## src/cordic_sine_cosine_degrees_macros.svh

```systemverilog
// Assertion macros for the degree-input CORDIC sine and cosine block
`ifndef CORDIC_SINE_COSINE_DEGREES_MACROS_SVH
`define CORDIC_SINE_COSINE_DEGREES_MACROS_SVH

// Consequence must hold at the delay given by n after the antecedent
`define CSCD_ASSERT_AFTER(label, ante, n, cons, msg) \
    label: assert property (@(posedge clk) disable iff (!rst_n) \
        (ante) |-> ##n (cons)) else $error(msg);

// Consequence must hold in the same cycle as the antecedent
`define CSCD_ASSERT_NOW(label, ante, cons, msg) \
    label: assert property (@(posedge clk) disable iff (!rst_n) \
        (ante) |-> (cons)) else $error(msg);

`endif

```

## src/cscd_pkg.sv

```systemverilog
// Shared constants for the degree-input CORDIC sine and cosine block
package cscd_pkg;

    localparam int ANGLE_W   = 21;
    localparam int OUT_W     = 16;
    localparam int TABLE_LEN = 20;

    // arctan(2^-j) in degrees, scaled by 10000
    localparam longint ATAN_E4 [TABLE_LEN] = '{
        450000, 265651, 140362, 71250, 35763,
        17899, 8952, 4476, 2238, 1119,
        560, 280, 140, 70, 35,
        17, 9, 4, 2, 1
    };

    // Start value of the x component: the gain correction 0.6073, scaled by 10000
    localparam longint START_E4 = 6073;

endpackage

```

## src/cordic_sine_cosine_degrees.sv

```systemverilog
// Pipelined rotation-mode CORDIC: sine and cosine of an angle in degrees
//
// Usage
//   Input: drive angle (degrees, signed, ANGLE_FRAC_BITS fraction bits) and
//   last_in, and raise start for one cycle per beat. A beat is taken at every
//   rising edge where start is high and busy is low; busy stays low, so a new
//   beat may be offered in every cycle.
//   Output: done is high for exactly one cycle per beat, with sine, cosine
//   (signed, OUT_FRAC_BITS fraction bits, saturated to 16 bits) and last_out
//   valid in that cycle. The receiver cannot hold results off.
//   Pipeline from start to done: one fold stage, one register stage per
//   micro-rotation (min(ITERATIONS, 20) of them), one negate/saturate stage.
//   Throughput: one beat per cycle; the depth of the rotation pipeline sets
//   the latency only.
//   Angles in (90,180] or [-180,-90) are moved by 180 degrees and both
//   results negated; angles beyond +/-180 give sine 0 and cosine about 1.
//   Reset clears every valid bit at once; beats in flight are dropped and no
//   done follows for them.
module cordic_sine_cosine_degrees #(
    parameter int ITERATIONS      = 16,
    parameter int ANGLE_FRAC_BITS = 12,
    parameter int OUT_FRAC_BITS   = 14
) (
    input  logic                                clk,
    input  logic                                rst_n,
    input  logic                                start,
    output logic                                busy,
    input  logic signed [cscd_pkg::ANGLE_W-1:0] angle,
    input  logic                                last_in,
    output logic                                done,
    output logic signed [cscd_pkg::OUT_W-1:0]   sine,
    output logic signed [cscd_pkg::OUT_W-1:0]   cosine,
    output logic                                last_out
);

    import cscd_pkg::*;

`include "cordic_sine_cosine_degrees_macros.svh"

    // Number of micro-rotations actually built
    localparam int N_ITER = (ITERATIONS < TABLE_LEN) ? ITERATIONS : TABLE_LEN;
    // Vector width: headroom above 1.0 for the gain and truncation slop
    localparam int XW = OUT_FRAC_BITS + 3;
    // Residual angle width: |z| stays below 190 degrees
    localparam int ZW = ANGLE_FRAC_BITS + 9;
    // Width for range checks on the raw angle
    localparam int CW = (ZW > ANGLE_W + 1) ? ZW : ANGLE_W + 1;
    // Width for negation and saturation
    localparam int NW = XW + 1;
    localparam int SW = (NW > OUT_W + 1) ? NW : OUT_W + 1;
    localparam int LAT = N_ITER + 2;

    localparam logic signed [CW-1:0] DEG90  = CW'(longint'(90) <<< ANGLE_FRAC_BITS);
    localparam logic signed [CW-1:0] DEG180 = CW'(longint'(180) <<< ANGLE_FRAC_BITS);
    localparam logic signed [XW-1:0] X_START =
        XW'(((START_E4 <<< OUT_FRAC_BITS) + 5000) / 10000);
    localparam logic signed [SW-1:0] SAT_HI = SW'(32'sd32767);
    localparam logic signed [SW-1:0] SAT_LO = SW'(-32'sd32768);

    // Pipeline registers; index 0 is the fold stage, index j+1 follows rotation j
    logic                 vld_reg  [0:N_ITER];
    logic                 neg_reg  [0:N_ITER];
    logic                 last_reg [0:N_ITER];
    logic signed [XW-1:0] x_reg    [0:N_ITER];
    logic signed [XW-1:0] y_reg    [0:N_ITER];
    logic signed [ZW-1:0] z_reg    [0:N_ITER];

    // Output stage
    logic                    done_reg;
    logic                    last_out_reg;
    logic signed [OUT_W-1:0] sine_reg;
    logic signed [OUT_W-1:0] cosine_reg;
    logic signed [OUT_W-1:0] sine_next;
    logic signed [OUT_W-1:0] cosine_next;

    // Fold stage signals
    logic signed [CW-1:0] a_ext;
    logic signed [CW-1:0] z_fold;
    logic                 neg_fold;
    logic                 oor;
    logic                 accept;

    // The pipeline never stalls, so every start is a beat
    assign busy   = 1'b0;
    assign accept = start && !busy;

    // Fold the angle into [-90,90]; zero anything beyond +/-180
    always_comb
    begin
        a_ext    = CW'(angle);
        z_fold   = a_ext;
        neg_fold = 1'b0;
        oor      = 1'b0;
        if (a_ext <= DEG90 && a_ext >= -DEG90)
        begin
            z_fold = a_ext;
        end
        else if (a_ext > DEG90 && a_ext <= DEG180)
        begin
            z_fold   = a_ext - DEG180;
            neg_fold = 1'b1;
        end
        else if (a_ext < -DEG90 && a_ext >= -DEG180)
        begin
            z_fold   = a_ext + DEG180;
            neg_fold = 1'b1;
        end
        else
        begin
            z_fold = '0;
            oor    = 1'b1;
        end
    end

    always_ff @(posedge clk or negedge rst_n)
    begin
        if (!rst_n)
        begin
            vld_reg[0] <= 1'b0;
        end
        else
        begin
            vld_reg[0] <= accept;
        end
    end

    // Payload needs no reset: the valid bit qualifies it
    always_ff @(posedge clk)
    begin
        neg_reg[0]  <= neg_fold;
        last_reg[0] <= last_in;
        x_reg[0]    <= X_START;
        y_reg[0]    <= '0;
        z_reg[0]    <= ZW'(z_fold);
    end

    // One register stage per micro-rotation
    for (genvar j = 0; j < N_ITER; j++)
    begin : g_rot
        localparam logic signed [ZW-1:0] STEP =
            ZW'(((ATAN_E4[j] <<< ANGLE_FRAC_BITS) + 5000) / 10000);

        logic signed [XW-1:0] xs;
        logic signed [XW-1:0] ys;
        logic signed [XW-1:0] x_next;
        logic signed [XW-1:0] y_next;
        logic signed [ZW-1:0] z_next;

        always_comb
        begin
            xs = x_reg[j] >>> j;
            ys = y_reg[j] >>> j;
            if (!z_reg[j][ZW-1])
            begin
                x_next = x_reg[j] - ys;
                y_next = y_reg[j] + xs;
                z_next = z_reg[j] - STEP;
            end
            else
            begin
                x_next = x_reg[j] + ys;
                y_next = y_reg[j] - xs;
                z_next = z_reg[j] + STEP;
            end
        end

        always_ff @(posedge clk or negedge rst_n)
        begin
            if (!rst_n)
            begin
                vld_reg[j+1] <= 1'b0;
            end
            else
            begin
                vld_reg[j+1] <= vld_reg[j];
            end
        end

        always_ff @(posedge clk)
        begin
            neg_reg[j+1]  <= neg_reg[j];
            last_reg[j+1] <= last_reg[j];
            x_reg[j+1]    <= x_next;
            y_reg[j+1]    <= y_next;
            z_reg[j+1]    <= z_next;
        end
    end

    // Undo the fold by negating, then clamp to the 16-bit range
    always_comb
    begin
        logic signed [SW-1:0] xn;
        logic signed [SW-1:0] yn;
        xn = SW'(x_reg[N_ITER]);
        yn = SW'(y_reg[N_ITER]);
        if (neg_reg[N_ITER])
        begin
            xn = -xn;
            yn = -yn;
        end
        if (yn > SAT_HI)
        begin
            sine_next = OUT_W'(SAT_HI);
        end
        else if (yn < SAT_LO)
        begin
            sine_next = OUT_W'(SAT_LO);
        end
        else
        begin
            sine_next = OUT_W'(yn);
        end
        if (xn > SAT_HI)
        begin
            cosine_next = OUT_W'(SAT_HI);
        end
        else if (xn < SAT_LO)
        begin
            cosine_next = OUT_W'(SAT_LO);
        end
        else
        begin
            cosine_next = OUT_W'(xn);
        end
    end

    always_ff @(posedge clk or negedge rst_n)
    begin
        if (!rst_n)
        begin
            done_reg <= 1'b0;
        end
        else
        begin
            done_reg <= vld_reg[N_ITER];
        end
    end

    always_ff @(posedge clk)
    begin
        sine_reg     <= sine_next;
        cosine_reg   <= cosine_next;
        last_out_reg <= last_reg[N_ITER];
    end

    assign done     = done_reg;
    assign sine     = sine_reg;
    assign cosine   = cosine_reg;
    assign last_out = last_out_reg;

    // Every beat taken comes out of the pipeline as a done
    `CSCD_ASSERT_AFTER(a_beat_out, accept, LAT, done, "beat lost in pipeline")
    // No result without a beat taken earlier
    `CSCD_ASSERT_AFTER(a_no_spurious, !accept, LAT, !done, "result without a beat")
    // An angle beyond +/-180 enters the rotations as zero, unfolded
    `CSCD_ASSERT_AFTER(a_oor_zero, accept && oor, 1,
        vld_reg[0] && z_reg[0] == '0 && !neg_reg[0],
        "out-of-range angle not replaced by zero")
    // The block always takes a beat
    `CSCD_ASSERT_NOW(a_never_busy, start, !busy, "start refused")

endmodule
```

## config.mk

```make
export PLATFORM = sky130hd
export DESIGN_NAME = cordic_sine_cosine_degrees
export DESIGN_NICKNAME = d
export VERILOG_FILES = /design/src/cscd_pkg.sv /design/src/cordic_sine_cosine_degrees.sv
export VERILOG_INCLUDE_DIRS = /design/src /design/src/src
export SDC_FILE = /design/constraint.sdc
export NUM_CORES = 2
export LEC_CHECK = 0
export BUFFER_PORTS_ARGS = -buffer_cell sky130_fd_sc_hd__buf_4
export CORE_UTILIZATION = 45
export CTS_CLUSTER_SIZE = 25
export DETAILED_ROUTE_END_ITERATION = 10
export PLACE_DENSITY = 0.65
export SYNTH_ARGS = -nofsm -noshare
export SYNTH_HDL_FRONTEND = slang
export SYNTH_SLANG_ARGS = --single-unit
```

## constraint.sdc

```tcl
create_clock -name clk -period 9 [get_ports clk]
set_clock_uncertainty 0.2 [all_clocks]
set_input_delay 0 -clock clk [delete_from_list [all_inputs] [get_ports clk]]
set_output_delay 0 -clock clk [all_outputs]
set_load 0.05 [all_outputs]
```

==> summary.md <==
| Metric | Value |
|---|---|
| Fmax | 228 MHz |
| Layout cells sized above 1 | 0.0514 |
| Post-synthesis cell count | 6,056 |
| Largest net degree at the start of global routing | 42 |
| Clock Root Buffer | clkbuf_16 |
| Setup-failing EPs final | 0 |
| Most frequent cell after synthesis | dfxtp_1 |
| Critical Path AT | 4.79 ns |
| Setup ws final | 4.62 ns |
| DRT Pass-1 Iters | 5 |
| Wire length per cell | 14.5 µm |
| DRC Markers | 0 |
| Vias in the first global route | 41,300 |
| Dpl hpwl | 89,900 µm |
| Buf/Inv on CP | 1 |
| Ys flop type | dfxtp_1 |
| CTS Sinks | 901 |
| Mean area per synthesized cell | 9.13 µm² |
| RSZ-0062 raised after global routing | no |
| Grt total ovfl | 0 |
| Min-Delay Path Class | reg -> reg |
| Total track usage | 0.184 |
| Max reg flops | 315 |
| Via density | 5.29 |
| Status | complete, no violations |
| Clk slew on worst S/H paths | 0.06 ns |
| WS Path Type | reg -> reg |
| DIE WIDTH | 353 µm |
| Layout Nets | 7,083 |
| Die footprint | 124,000 µm² |
| Ys async rst share | 0.0200 |
| Synth area leader | dfxtp_1 |
| Initial antenna violation count | 1 |
| H-tree depth | 3 |
| CTS tree | done |
| Placed insts | 7,682 |
| Gpl congestion | 0.860 |
| Count of buffers from port buffering | 58 |
| Worst Hold Slack | 0.124 ns |
| Req. time, crit path | 9.41 ns |
| CP max stage delay | 0.92 ns |
| Yosys top cell area share | 0.320 |
| Fin. max-slew vios | 0 |
| Post-CTS Resized | 0 |
| CP Capture Type | flop |
| Crit start category | flop |
| Worst path cell trace | clkinv_1 > ha_1 > a21o_1 > a21o_1 > a211oi_2 > nor3_1 > o21ai_1 > nand2b_1 > or4_1 > a221oi_1 |
| Placeable Area | 122,000 µm² |
| EDFF count, synth | 0 |
| Clk_lat worst skew | 0.71 ns |
| Row count | 128 |
| Number of setup buffers added after CTS | 0 |
| Initial Utilization | 0.454 |
| Crit-path most repeated cell | a21o_1 |
| Die H | 353 µm |
| Cell Count, Final, Fillers Out | 7,948 |
| Synth unique cells | 89 |
| Hold Vio Cnt, Final | 0 |
| Relative slew slack | 0.338 |
| Critical path's slowest cell | clkinv_1 |
| P&R area growth vs syn | 12.2% |
| Synth area leaders | dfxtp_1 32%, ha_1 18%, xnor2_1 8.8% |
| Final ANT Viol Nets | 0 |
| Final worst-path cycle share | 0.487 |
| Post-synth design cell area | 55,300 µm² |
| Total negative setup slack | 0 ns |
| Maximum root-to-sink buffer count | 3 |
| Flops & latches, synth | 901 |
| Global-route wire length before repair | 195,000 µm |
| Worst Path Max Fanout | 24 |
| DRT Wirelength | 116,000 µm |
| CTS Hold Buffers Added | 70 |
| Total CTS buffers | 104 |
| Drt first-iter violations | 1,934 |
| Final Critical Period | 4.38 ns |
| IO Count | 60 |
| CP delay by family, top | compound AO/OA/AOI/OAI gates |
| Vias | 42,000 |
| Worst slack at placement | 4.62 ns |
| # Max-Cap Violations | 0 |
| Synthesis Warnings | 0 |
| Sequential area share after synthesis | 0.328 |
| Synth cell count leaders | 883 x dfxtp_1, 781 x ha_1, 567 x a21oi_1 |
| Pin slew with the least headroom to its limit | 0.983 ns |
==> metrics by stage <==
stage                     area [µm²]   util
after floorplan                55300      -
after global placement         57600  0.472
after detailed placement       57600  0.472
after CTS                      62100  0.509
after global routing           62100  0.509
final                          62100  0.509
==> worst reg2reg max path: cells and delay by family, from the launching register on <==
kind / cells / cell delay (ns)
flip-flops: 1 / 0.86
AND/OR/NAND/NOR: 3 / 0.63
buffers and inverters: 1 / 0.92
adder cells (fa/ha/maj): 1 / 0.59
AO/OA/AOI/OAI: 5 / 1.09
==> layout make-up <==
type                    count  area, µm²
flip-flops and latches    901      18100
clock buffers             144       3020
repair buffers            140       1230
well taps                1625       2030
multi-input cells        4728      35600
diodes                      1       2.50
inverters                 358       1340
fillers                 11200      59800
clock inverters            51        756
==> final timing paths <==
kind | slack, ns | to | from | cells past startpoint
worst min-delay path | 0.12 | z_reg[0][25] | z_reg[0][4] | 0
max in group asynchronous | 7.86 | done | rst_n | 3
worst max register to register | 4.62 | z_reg[0][230] | z_reg[0][209] | 10
min in group asynchronous | 0.22 | vld_reg[16] | rst_n | 3
worst min register to register | 0.12 | z_reg[0][25] | z_reg[0][4] | 0
worst max-delay path | 4.62 | z_reg[0][230] | z_reg[0][209] | 10
==> cell usage in the layout (no fill, tap or decap), types with 19 or more instances in the layout <==
master         instances
mux2i_1               32
and2_1                36
nand2b_1             100
xnor2_1              557
inv_1                352
nand4_1               39
a21boi_0              25
clkbuf_16            104
clkbuf_8              27
xor2_1               251
nor2b_1              105
o21ai_0              355
o21bai_1              94
a21o_1               241
a31oi_1               99
buf_4                 70
nand3_1               71
dfxtp_1              883
or3_1                 34
o21a_1               103
fa_1                  44
ha_1                 781
and3_1                38
a21oi_1              567
dlygate4sd3_1         70
nor3_1               145
nand2_1              180
o31ai_1               38
o41ai_1               19
nor2_1               465
o211ai_1              32
a211oi_1              37
==> kinds of logic (layout without fill, tap and decap cells) <==
| group | after synthesis | in the layout | synth area share |
|---|---|---|---|
| compound gates | 1747 | 1747 | 0.198 |
| xor+xnor | 810 | 810 | 0.129 |
| fa+ha+maj | 825 | 825 | 0.193 |
| buf+inv | 428 | 693 | 0.0294 |
| flops | 901 | 901 | 0.328 |
| mux | 50 | 50 | 0.00946 |
| other cells | 1 | 3 | 0.0000678 |
| simple gates | 1294 | 1294 | 0.114 |
==> layer usage <==
metal	global-route usage	routed length [µm]
met1	0.217	51500
met3	0.0227	3430
met4	0.0654	3300
met5	0	0
met2	0.339	57400
Power is left out: the tool's default activity adds up to more than one toggle a clock period on the data nets, which glitch-free logic cannot reach.
